==> config.mk <==
export PLATFORM = sky130hd
export DESIGN_NAME = image_container_stream_parser
export DESIGN_NICKNAME = d
export VERILOG_FILES = /design/src/hdl/icsp_pkg.sv /design/src/hdl/image_container_stream_parser.sv /design/src/hdl/icsp_mul.sv
export SDC_FILE = /design/constraint.sdc
export NUM_CORES = 2
export LEC_CHECK = 0
export ABC_AREA = 1
export ABC_CLOCK_PERIOD_IN_PS = 26600
export BUFFER_PORTS_ARGS = -buffer_cell sky130_fd_sc_hd__buf_4
export CAP_MARGIN = 0
export CORE_MARGIN = 1.5
export CORE_UTILIZATION = 35
export DETAILED_ROUTE_END_ITERATION = 8
export PLACE_DENSITY_LB_ADDON = 0.25
export SETUP_SLACK_MARGIN = 0.15
export SLEW_MARGIN = 20
export SYNTH_ARGS = -nofsm -noshare
export SYNTH_HDL_FRONTEND = slang
export SYNTH_SLANG_ARGS = --single-unit
==> constraint.sdc <==
create_clock -name i_clk -period 26.6 [get_ports i_clk]
set_clock_uncertainty 0.05 [all_clocks]
set_input_delay 5.32 -clock i_clk [delete_from_list [all_inputs] [get_ports i_clk]]
set_output_delay 5.32 -clock i_clk [all_outputs]
set_load 0.05 [all_outputs]
==> src/hdl/icsp_pkg.sv <==
// Types and constants of the image container stream parser.
// Used by the parser top level, its shared multiplier and its checker.
package icsp_pkg;

    typedef logic [7:0]  t_byte;
    typedef logic [63:0] t_word;
    typedef logic [3:0]  t_phase;
    typedef logic [3:0]  t_event;
    typedef logic [3:0]  t_err;
    typedef logic [1:0]  t_cmd;

    localparam t_cmd CMD_DATA    = 2'd0;
    localparam t_cmd CMD_EOF     = 2'd1;
    localparam t_cmd CMD_RESTART = 2'd2;
    localparam t_cmd CMD_NONE    = 2'd3;

    localparam t_phase PH_MAGIC   = 4'd0;
    localparam t_phase PH_HSIZE   = 4'd1;
    localparam t_phase PH_CSIZE   = 4'd2;
    localparam t_phase PH_WIDTH   = 4'd3;
    localparam t_phase PH_HEIGHT  = 4'd4;
    localparam t_phase PH_CAPTION = 4'd5;
    localparam t_phase PH_TAGS    = 4'd6;
    localparam t_phase PH_PIXELS  = 4'd7;
    localparam t_phase PH_TRAILER = 4'd8;
    localparam t_phase PH_DONE    = 4'd9;

    localparam t_event EV_CONSUMED    = 4'd0;
    localparam t_event EV_HSIZE       = 4'd1;
    localparam t_event EV_CSIZE       = 4'd2;
    localparam t_event EV_WIDTH       = 4'd3;
    localparam t_event EV_HEIGHT      = 4'd4;
    localparam t_event EV_CAPTION_B   = 4'd5;
    localparam t_event EV_CAPTION_END = 4'd6;
    localparam t_event EV_TAG_B       = 4'd7;
    localparam t_event EV_TAG_END     = 4'd8;
    localparam t_event EV_PIXEL       = 4'd9;
    localparam t_event EV_ACCEPT      = 4'd10;
    localparam t_event EV_REJECT      = 4'd11;

    localparam t_err ERR_NONE      = 4'd0;
    localparam t_err ERR_MAGIC     = 4'd1;
    localparam t_err ERR_HDR_SMALL = 4'd2;
    localparam t_err ERR_SIZE      = 4'd3;
    localparam t_err ERR_TRUNC     = 4'd4;
    localparam t_err ERR_TAG_NL    = 4'd5;
    localparam t_err ERR_LAST_NUL  = 4'd6;
    localparam t_err ERR_EXTRA     = 4'd7;
    localparam t_err ERR_CAPTION   = 4'd8;

    localparam logic [31:0] MAGIC_WORD = 32'h4646_4943;
    localparam t_word       MIN_HEADER = 64'd38;
    localparam t_byte       NEWLINE    = 8'h0A;
    localparam t_byte       NUL        = 8'h00;

    localparam int OUT_DATA_W = 96;

endpackage

==> src/hdl/image_container_stream_parser.sv <==
// Top level of the image container stream parser: byte sequencer, field registers, output item.
// Depends on icsp_pkg and the shared multiplier icsp_mul.
//
// The parser takes one file byte per item and returns one result item per input item.
// Every item is taken as soon as the output register is free, except the last byte of the
// height field: it starts the shared shift-add multiplier for the size check, which holds
// the input off until the multiplier is idle again and the output is free. The input is ready whenever the
// sequencer is idle and the output register is empty or being emptied.
module image_container_stream_parser (
    input  logic                            i_clk,
    input  logic                            i_rst_n,
    input  logic                            i_s_tvalid,
    output logic                            o_s_tready,
    input  icsp_pkg::t_byte                 i_s_tdata,  // [7:0] data_byte
    input  icsp_pkg::t_cmd                  i_s_tuser,  // [1:0] command
    output logic                            o_m_tvalid,
    input  logic                            i_m_tready,
    // [63:0] field_value, [71:64] pixel_red, [79:72] pixel_green,
    // [87:80] pixel_blue, [91:88] error_code, [95:92] zero
    output logic [icsp_pkg::OUT_DATA_W-1:0] o_m_tdata,
    output icsp_pkg::t_event                o_m_tuser   // [3:0] event_kind
);
    import icsp_pkg::*;

    localparam logic S_IDLE = 1'b0;
    localparam logic S_MUL  = 1'b1;

    logic   r_state, n_state;
    t_phase r_phase, n_phase;
    t_word  r_seen, n_seen;
    t_word  r_acc, n_acc;
    t_word  r_hdr, n_hdr;
    t_word  r_payload, n_payload;
    t_word  r_width, n_width;
    t_word  r_height, n_height;
    t_word  r_pix_cnt, n_pix_cnt;
    logic [15:0] r_partial, n_partial;
    logic [1:0]  r_pix_idx, n_pix_idx;

    logic   r_ovalid, n_ovalid;
    t_event r_kind, n_kind;
    t_word  r_value, n_value;
    t_byte  r_red, n_red;
    t_byte  r_green, n_green;
    t_byte  r_blue, n_blue;
    t_err   r_err, n_err;

    logic   accept;
    logic   out_free;
    logic   mul_start;
    logic   mul_idle;
    t_word  mul_product;
    t_word  seen_inc;
    t_word  pix_inc;
    t_word  byte_ins;
    t_word  field_val;
    logic [2:0] field_idx;
    logic   seen_eq_hdr;
    logic   seen_lt_hdr;

    assign out_free   = !r_ovalid || i_m_tready;
    assign o_s_tready = (r_state == S_IDLE) && out_free;
    assign accept     = i_s_tvalid && o_s_tready;

    assign seen_inc    = r_seen + 64'd1;
    assign pix_inc     = r_pix_cnt + 64'd1;
    assign seen_eq_hdr = (seen_inc == r_hdr);
    assign seen_lt_hdr = (seen_inc < r_hdr);
    assign field_idx   = r_seen[2:0] ^ 3'b100;
    assign field_val   = {i_s_tdata, r_acc[55:0]};

    always_comb begin
        byte_ins = r_acc;
        if (r_phase == PH_MAGIC) begin
            byte_ins = r_acc | ({56'd0, i_s_tdata} << {r_seen[1:0], 3'b000});
        end else begin
            byte_ins = r_acc | ({56'd0, i_s_tdata} << {field_idx, 3'b000});
        end
    end

    icsp_mul u_mul (
        .i_clk     (i_clk),
        .i_rst_n   (i_rst_n),
        .i_start   (mul_start),
        .i_width   (r_width),
        .i_height  (field_val),
        .o_idle    (mul_idle),
        .o_product (mul_product)
    );

    always_comb begin
        n_state   = r_state;
        n_phase   = r_phase;
        n_seen    = r_seen;
        n_acc     = r_acc;
        n_hdr     = r_hdr;
        n_payload = r_payload;
        n_width   = r_width;
        n_height  = r_height;
        n_pix_cnt = r_pix_cnt;
        n_partial = r_partial;
        n_pix_idx = r_pix_idx;
        n_ovalid  = r_ovalid && !i_m_tready;
        n_kind    = r_kind;
        n_value   = r_value;
        n_red     = r_red;
        n_green   = r_green;
        n_blue    = r_blue;
        n_err     = r_err;
        mul_start = 1'b0;

        if (r_state == S_MUL) begin
            if (mul_idle && out_free) begin
                n_state  = S_IDLE;
                n_ovalid = 1'b1;
                n_value  = '0;
                n_red    = '0;
                n_green  = '0;
                n_blue   = '0;
                if (r_payload != mul_product) begin
                    n_phase = PH_DONE;
                    n_kind  = EV_REJECT;
                    n_err   = ERR_SIZE;
                end else begin
                    n_phase = PH_CAPTION;
                    n_kind  = EV_HEIGHT;
                    n_value = r_height;
                    n_err   = ERR_NONE;
                end
            end
        end else if (accept) begin
            n_ovalid = 1'b1;
            n_kind   = EV_CONSUMED;
            n_value  = '0;
            n_red    = '0;
            n_green  = '0;
            n_blue   = '0;
            n_err    = ERR_NONE;
            if (i_s_tuser == CMD_RESTART) begin
                n_phase   = PH_MAGIC;
                n_seen    = '0;
                n_acc     = '0;
                n_hdr     = '0;
                n_payload = '0;
                n_width   = '0;
                n_height  = '0;
                n_pix_cnt = '0;
                n_partial = '0;
                n_pix_idx = '0;
            end else if (i_s_tuser == CMD_NONE || r_phase == PH_DONE) begin
                n_kind = EV_CONSUMED;
            end else if (i_s_tuser == CMD_EOF) begin
                n_phase = PH_DONE;
                if (r_phase == PH_TRAILER) begin
                    n_kind = EV_ACCEPT;
                end else begin
                    n_kind = EV_REJECT;
                    n_err  = ERR_TRUNC;
                end
            end else begin
                unique case (r_phase)
                    PH_MAGIC: begin
                        n_acc  = byte_ins;
                        n_seen = seen_inc;
                        if (r_seen[1:0] == 2'd3) begin
                            if (byte_ins[31:0] != MAGIC_WORD) begin
                                n_phase = PH_DONE;
                                n_kind  = EV_REJECT;
                                n_err   = ERR_MAGIC;
                            end else begin
                                n_acc   = '0;
                                n_phase = PH_HSIZE;
                            end
                        end
                    end
                    PH_HSIZE, PH_CSIZE, PH_WIDTH, PH_HEIGHT: begin
                        n_acc  = byte_ins;
                        n_seen = seen_inc;
                        if (field_idx == 3'd7) begin
                            n_acc = '0;
                            unique case (r_phase)
                                PH_HSIZE: begin
                                    n_hdr = field_val;
                                    if (field_val < MIN_HEADER) begin
                                        n_phase = PH_DONE;
                                        n_kind  = EV_REJECT;
                                        n_err   = ERR_HDR_SMALL;
                                    end else begin
                                        n_phase = PH_CSIZE;
                                        n_kind  = EV_HSIZE;
                                        n_value = field_val;
                                    end
                                end
                                PH_CSIZE: begin
                                    n_payload = field_val;
                                    n_phase   = PH_WIDTH;
                                    n_kind    = EV_CSIZE;
                                    n_value   = field_val;
                                end
                                PH_WIDTH: begin
                                    n_width = field_val;
                                    n_phase = PH_HEIGHT;
                                    n_kind  = EV_WIDTH;
                                    n_value = field_val;
                                end
                                default: begin
                                    n_height  = field_val;
                                    mul_start = 1'b1;
                                    n_state   = S_MUL;
                                    n_ovalid  = 1'b0;
                                end
                            endcase
                        end
                    end
                    PH_CAPTION: begin
                        n_seen = seen_inc;
                        if (i_s_tdata == NEWLINE && (seen_lt_hdr || seen_eq_hdr)) begin
                            if (seen_eq_hdr) begin
                                n_pix_idx = '0;
                                n_partial = '0;
                                n_pix_cnt = '0;
                                n_phase   = (r_payload == '0) ? PH_TRAILER : PH_PIXELS;
                            end else begin
                                n_phase = PH_TAGS;
                            end
                            n_kind  = EV_CAPTION_END;
                            n_value = {56'd0, NEWLINE};
                        end else if (!seen_lt_hdr) begin
                            n_phase = PH_DONE;
                            n_kind  = EV_REJECT;
                            n_err   = ERR_CAPTION;
                        end else begin
                            n_kind  = EV_CAPTION_B;
                            n_value = {56'd0, i_s_tdata};
                        end
                    end
                    PH_TAGS: begin
                        n_seen = seen_inc;
                        if (i_s_tdata == NEWLINE) begin
                            n_phase = PH_DONE;
                            n_kind  = EV_REJECT;
                            n_err   = ERR_TAG_NL;
                        end else if (seen_eq_hdr && i_s_tdata != NUL) begin
                            n_phase = PH_DONE;
                            n_kind  = EV_REJECT;
                            n_err   = ERR_LAST_NUL;
                        end else begin
                            if (seen_eq_hdr) begin
                                n_pix_idx = '0;
                                n_partial = '0;
                                n_pix_cnt = '0;
                                n_phase   = (r_payload == '0) ? PH_TRAILER : PH_PIXELS;
                            end
                            if (i_s_tdata == NUL) begin
                                n_kind = EV_TAG_END;
                            end else begin
                                n_kind  = EV_TAG_B;
                                n_value = {56'd0, i_s_tdata};
                            end
                        end
                    end
                    PH_PIXELS: begin
                        n_seen    = seen_inc;
                        n_pix_cnt = pix_inc;
                        if (r_pix_idx == 2'd0) begin
                            n_partial = {8'd0, i_s_tdata};
                            n_pix_idx = 2'd1;
                        end else if (r_pix_idx == 2'd1) begin
                            n_partial = {i_s_tdata, r_partial[7:0]};
                            n_pix_idx = 2'd2;
                        end else begin
                            n_pix_idx = 2'd0;
                            n_partial = '0;
                            n_kind    = EV_PIXEL;
                            n_red     = r_partial[7:0];
                            n_green   = r_partial[15:8];
                            n_blue    = i_s_tdata;
                            if (pix_inc >= r_payload) begin
                                n_phase = PH_TRAILER;
                            end
                        end
                    end
                    PH_TRAILER: begin
                        n_phase = PH_DONE;
                        n_kind  = EV_REJECT;
                        n_err   = ERR_EXTRA;
                    end
                    default: begin
                        n_phase = PH_DONE;
                    end
                endcase
            end
        end
    end

    always_ff @(posedge i_clk) begin
        if (!i_rst_n) begin
            r_state   <= S_IDLE;
            r_phase   <= PH_MAGIC;
            r_seen    <= '0;
            r_acc     <= '0;
            r_hdr     <= '0;
            r_payload <= '0;
            r_width   <= '0;
            r_height  <= '0;
            r_pix_cnt <= '0;
            r_partial <= '0;
            r_pix_idx <= '0;
            r_ovalid  <= 1'b0;
        end else begin
            r_state   <= n_state;
            r_phase   <= n_phase;
            r_seen    <= n_seen;
            r_acc     <= n_acc;
            r_hdr     <= n_hdr;
            r_payload <= n_payload;
            r_width   <= n_width;
            r_height  <= n_height;
            r_pix_cnt <= n_pix_cnt;
            r_partial <= n_partial;
            r_pix_idx <= n_pix_idx;
            r_ovalid  <= n_ovalid;
        end
        r_kind  <= n_kind;
        r_value <= n_value;
        r_red   <= n_red;
        r_green <= n_green;
        r_blue  <= n_blue;
        r_err   <= n_err;
    end

    assign o_m_tvalid = r_ovalid;
    assign o_m_tuser  = r_kind;
    assign o_m_tdata  = {4'd0, r_err, r_blue, r_green, r_red, r_value};

endmodule

==> src/hdl/icsp_mul.sv <==
// Shared shift-add unit of the parser: forms width * height * 3 modulo 2^64.
// One adder serves both the multiply steps and the final tripling step.
module icsp_mul (
    input  logic                i_clk,
    input  logic                i_rst_n,
    input  logic                i_start,
    input  icsp_pkg::t_word     i_width,
    input  icsp_pkg::t_word     i_height,
    output logic                o_idle,
    output icsp_pkg::t_word     o_product
);
    import icsp_pkg::*;

    localparam logic [1:0] M_IDLE   = 2'd0;
    localparam logic [1:0] M_MUL    = 2'd1;
    localparam logic [1:0] M_TRIPLE = 2'd2;

    logic [1:0] r_state, n_state;
    t_word      r_a, n_a;
    t_word      r_b, n_b;
    t_word      r_p, n_p;
    t_word      addend;
    t_word      sum;

    assign addend = (r_state == M_TRIPLE) ? {r_p[62:0], 1'b0} : r_a;
    assign sum    = r_p + addend;

    always_comb begin
        n_state = r_state;
        n_a     = r_a;
        n_b     = r_b;
        n_p     = r_p;
        unique case (r_state)
            M_IDLE: begin
                if (i_start) begin
                    n_a     = i_width;
                    n_b     = i_height;
                    n_p     = '0;
                    n_state = M_MUL;
                end
            end
            M_MUL: begin
                if (r_b == '0) begin
                    n_state = M_TRIPLE;
                end else begin
                    if (r_b[0]) begin
                        n_p = sum;
                    end
                    n_a = {r_a[62:0], 1'b0};
                    n_b = {1'b0, r_b[63:1]};
                end
            end
            M_TRIPLE: begin
                n_p     = sum;
                n_state = M_IDLE;
            end
            default: begin
                n_state = M_IDLE;
            end
        endcase
    end

    always_ff @(posedge i_clk) begin
        if (!i_rst_n) begin
            r_state <= M_IDLE;
        end else begin
            r_state <= n_state;
        end
        r_a <= n_a;
        r_b <= n_b;
        r_p <= n_p;
    end

    assign o_idle    = (r_state == M_IDLE);
    assign o_product = r_p;

endmodule

After elaboration in Yosys (flattened, before gate mapping)
Cells that the tools add are included.

storage, ports and cells
  register bits after elaboration = 762
  bits in latches = 0
  bits in writable memories = 0
  bits in read-only memories = 0
  bits of input ports = 14
  word-level logic and storage cells = 323
  memories = 0

cells by class
  add/sub/neg operators = 3
  multipliers = 0
  div/mod/pow operators = 0
  order comparisons = 3
  eq/ne operators = 42
  shift-type cells = 2
  mux-type cells = 200
  bitwise operators = 4
  reductions and logical operators = 46

operators with widths
  kind                     number
  $mux W64                 59
  $pmux W64 S3             3
  $pmux W64 S2             4
  $mux W8                  30
  $mux W4                  47
  $mux W16                 9
  $add A64 B1 Y64 const B  2
  $logic_not A64 Y1        2
  $or A64 B64 Y64          2
  $add A64 B64 Y64         1
  $eq A64 B64 Y1           1
  $ge A64 B64 Y1           1
  $lt A64 B6 Y1 const B    1
  $lt A64 B64 Y1           1
  $ne A64 B64 Y1           1
  $shl A8 B5 Y64           1
  $shl A8 B6 Y64           1
  $pmux W16 S3             1
  $pmux W4 S5              2
  $ne A32 B31 Y1 const B   1
  $mux W2                  15
  $reduce_and A7 Y1        4
  $pmux W4 S3              2
  $pmux W4 S6              1
  42 further kinds         108

Depth between registers and ports, before layout
  depth after elaboration = 13
  depth in mapped cells = 33
  gate-level depth less buffers = 33

By module
Synthesis repeated with hierarchy kept, for this count alone.

second synthesis, totals
  cell total of the unflattened synthesis = 6553
  area, all modules = 45783.9 um^2

modules (own cells, without submodules)
  module                         times used  cells each  area each (um^2)
  image_container_stream_parser  1           4395        31056.0
  icsp_mul                       1           2158        14727.9

Worst setup path after synthesis
Ideal clock, no wire load.

  path type = in2reg
  from = in i_m_tready
  to = reg r_kind[0], in the netlist o_m_tuser[0] (enable)
  library setup time = 683 ps
  arrival = 12217 ps
  data required time = 25867 ps
  setup slack = 13650 ps
  stages on the path = 4
  path buffers = 0
  path through = nor2_1 inv_1 nand2_1 o21ai_0

on the way
  longest elaborated chain between the ends = 5

RTL lines
  item                           line                                  text
  start: declaration             image_container_stream_parser.sv:17   input logic i_m_tready,
  $logic_or A1 B1 Y1 *           image_container_stream_parser.sv:61   assign out_free = !r_ovalid || i_m_tready;
  $logic_and A1 B1 Y1            image_container_stream_parser.sv:62   assign o_s_tready = (r_state == S_IDLE) && out_free;
  $logic_and A1 B1 Y1            image_container_stream_parser.sv:63   assign accept = i_s_tvalid && o_s_tready;
  $reduce_bool A2 Y1 (no line)   --
  $reduce_and A2 Y1 (no line) *  --
  end signal: assignment         image_container_stream_parser.sv:324  r_kind <= n_kind;
  end: declaration               image_container_stream_parser.sv:41   t_event r_kind, n_kind;

Mark *: on every way between the ends. The rest lies on a longest branch, timed or not.
A chain may end at the register's enable or synchronous reset.

Final worst setup path
  from = in i_m_tready
  to = out o_s_tready

on the way
  longest elaborated chain between the ends = 2

RTL lines
  item                 line                                 text
  $logic_or A1 B1 Y1   image_container_stream_parser.sv:61
  $logic_and A1 B1 Y1  image_container_stream_parser.sv:62
  end: declaration     image_container_stream_parser.sv:13  output logic o_s_tready,

No other way between the ends.

==> metrics.md <==
| Metric | Value |
|---|---|
| Synth cell types | `65` |
| CP max FO | `3` |
| # placed instances | `7,426` |
| Mux share of post-synthesis cell area | `0.4125%` |
| Synth area leader | `dfxtp_1` |
| Worst setup SP type | `input pin` |
| Synth Area in XOR/XNOR | `3.109%` |
| Yosys reg bits | `754` |
| Post-Synth Adder-Cell Area | `5.844%` |
| Max-cap violations | `0` |
| Clk_lat worst skew | `700 ps` |
| Sequential Power Share | `39.9%` |
| CTS tree | `built` |
| Antenna viol nets, final | `0` |
| Post-synthesis sequential area ratio | `41.44%` |
| IO Pins | `116` |
| Synth Area in Compound Gates | `17.41%` |
| Die area | `126,100 um2` |
| Dominant cells by area after synthesis | `dfxtp_1 22%, edfxtp_1 20%, nand2_1 9.8%, o21ai_0 7.7%, a21oi_1 7.3%` |
| Multi-input logic area | `21,530 um2` |
| Initial antenna violation count | `15` |
| Syn Area/Cell | `7.358 um2` |
| Worst VDD drop | `0.04365 mV` |
| Top-count cell post-synth | `nand2_1` |
| # port buffers | `111` |
| Pwr per Cell Area | `70.18 nW/um2` |
| Synth top area share | `21.51%` |
| Largest family of logic cells by synthesized area | `simple AND/OR/NAND/NOR gates` |
| First-iteration detailed-routing DRC count | `4,410` |
| Switching Share | `34.75%` |
| Clk pwr share | `36.9%` |
| Least-Margin Pin Slew | `1222 ps` |
| Number of global-route vias before repair | `37,390` |
| Final Setup Violations | `0` |
| Post-route minimum period | `11,310 ps` |
| Clock transition at path regs | `60 ps` |
| DRC Markers | `0` |
| First-pass GRT wire length | `242,800 um` |
| H-tree depth | `3` |
| Most used DFF post-synth | `dfxtp_1` |
| Longest Clk Path Bufs | `3` |
| FF/Latch Area | `17,980 um2` |
| DP HPWL | `124,000 um` |
| Total CTS buffers | `87` |
| Hold_buf cts | `0` |
| Gate Count Post-Synth | `5,895` |
| Arrival @ worst endpoint | `5940 ps` |
| RSZ-0062 raised after global routing | `false` |
| Status | `finished, final reports clean` |
| Share of cells above drive strength 1 | `6.588%` |
| Clock sinks | `754` |
| Gpl congestion | `0.9858` |
| Fin. max-slew vios | `0` |
| Clock root buffer master | `clkbuf_16` |
| Vias per cell | `5.329` |
| Final wirelength | `167,000 um` |
| # fillers | `12,860` |
| Layout area overhead | `11.97%` |
| Initial DRT Pass Iterations | `8` |
| Fraction of registers with async set/reset | `0%` |
| TNS Setup | `0 ps` |
| Final Hold Vio Count | `0` |
| Final cycle utilization of the critical path | `42.52%` |
| Pin count of the biggest net entering global routing | `144` |
| Synthesized area | `43,380 um2` |
| Chip height | `355.0 um` |
| Fin nets | `6,106` |
| Headroom to the max-slew limit | `18.25%` |
| Global-route usage over all layers | `25.66%` |
| Crit. End Element | `output pin` |
| Comb pwr share | `23.2%` |
| Critical path data required time | `21,230 ps` |
| Synth top cells by count | `1,129 x nand2_1, 755 x inv_1, 680 x nor2_1, 665 x o21ai_0, 634 x a21oi_1` |
| Simple-gate share of the synthesized area | `22.63%` |
| Initial Util | `35.45%` |
| Worst Path Class, Setup | `input pin to output pin` |
| Fmax | `88.41 MHz` |
| Leakage power | `19.22 nW` |
| Vias after detailed routing | `40,460` |
| Post-CTS resize count | `0` |
| CORE AREA | `122,400 um2` |
| Sw power | `1.184 mW` |
| Post-synth EDFFs | `288` |
| Non-Filler Instances | `7,593` |
| Post CTS Setup Buffer Count | `0` |
| WL/cell | `21.99 um` |
| Chip width | `355.0 um` |
| Syn. warnings | `0` |
| FP Rows | `128` |
| Total grt overflow | `0` |
| Internal Power | `2.224 mW` |
| Worst min-delay path class | `register to register` |
## final cells by class
type / count / share of cell area [%]
diodes: 3 / 0.01546
clock buffers: 120 / 4.905
clock inverters: 44 / 1.177
inverters: 775 / 6.005
multi-input cells: 4121 / 44.33
flip-flops and latches: 754 / 37.01
well taps: 1625 / 4.186
repair buffers: 151 / 2.367
## sequential cells by signal (all words and copies together) (netlist names), 16 cells and up
signal	count
r_hdr	64
r_height	64
r_payload	64
r_pix_cnt	64
r_seen	64
r_value	64
r_width	64
u_mul.o_product	64
u_mul.r_a	64
u_mul.r_b	64
r_acc	56
r_partial	16
## worst paths after layout
kind / from / endpoint / slack (ps) / cells past startpoint
max: i_m_tready / o_s_tready / 15290 / 4
min reg2reg: r_width[50] / r_width[50] / 400 / 2
max reg2reg: r_seen[1] / r_pix_cnt[24] / 20310 / 29
min: r_width[50] / r_width[50] / 400 / 2
## kinds of logic after synthesis
family          after synthesis
other cells                   1
compound gates             1442
mux                          16
buf+inv                    1023
simple gates               2303
fa+ha+maj                   202
flops                       754
xor+xnor                    154
## layer usage
layer	vias to the layer above	global-route usage (%)	wire length, um
met2	1510	39.81	73650
met3	333	4.190	12740
met1	19010	34.34	71750
li1	19590	-	-
met5	-	0	89
met4	14	13.24	8776
## power groups by stage
stage | clock network (mW) | logic (mW) | registers (mW)
detailed placement | 0 | 0.773 | 1.38
global placement | 0 | 0.769 | 1.38
global route | 1.32 | 0.860 | 1.37
finish | 1.26 | 0.790 | 1.36
CTS | 1.27 | 0.776 | 1.36
floorplan | 0 | 0.489 | 1.40
## layout by cell type (no fill, tap or decap), types with 60 or more instances in the layout
master     synthesis  layout
ha_1             201     198
xnor2_1           60      60
edfxtp_1         288     288
inv_1            755     751
clkbuf_16          0      88
nand2_1         1129    1126
a21oi_1          634     634
xor2_1            94      94
nand4_1          125     125
dfxtp_1          466     466
nand3_1          131     131
nor2_1           680     676
nor3_1           109     108
buf_4              6     149
o21ai_0          665     664
## critical path, cell delays in order
cell    delay, ps
buf_4         110
nor2_1        180
nor2_1        110
buf_4         220
## stage by stage
stage | utilization [%] | setup slack, ps | instance area, um2 | total power [mW] | hold WS [ps]
after floorplan | - | 13650 | 43390 | 1.887 | 374.4
after global placement | 37.27 | 15290 | 45610 | 2.151 | 384.9
after detailed placement | 37.27 | 15290 | 45610 | 2.155 | 391.1
after CTS | 39.69 | 15280 | 48560 | 3.408 | 400.0
after global routing | 39.69 | 15190 | 48560 | 3.543 | 413.9
final | 39.70 | 15290 | 48570 | 3.409 | 398.1
Note: power is estimated with default switching activity, not from simulation.
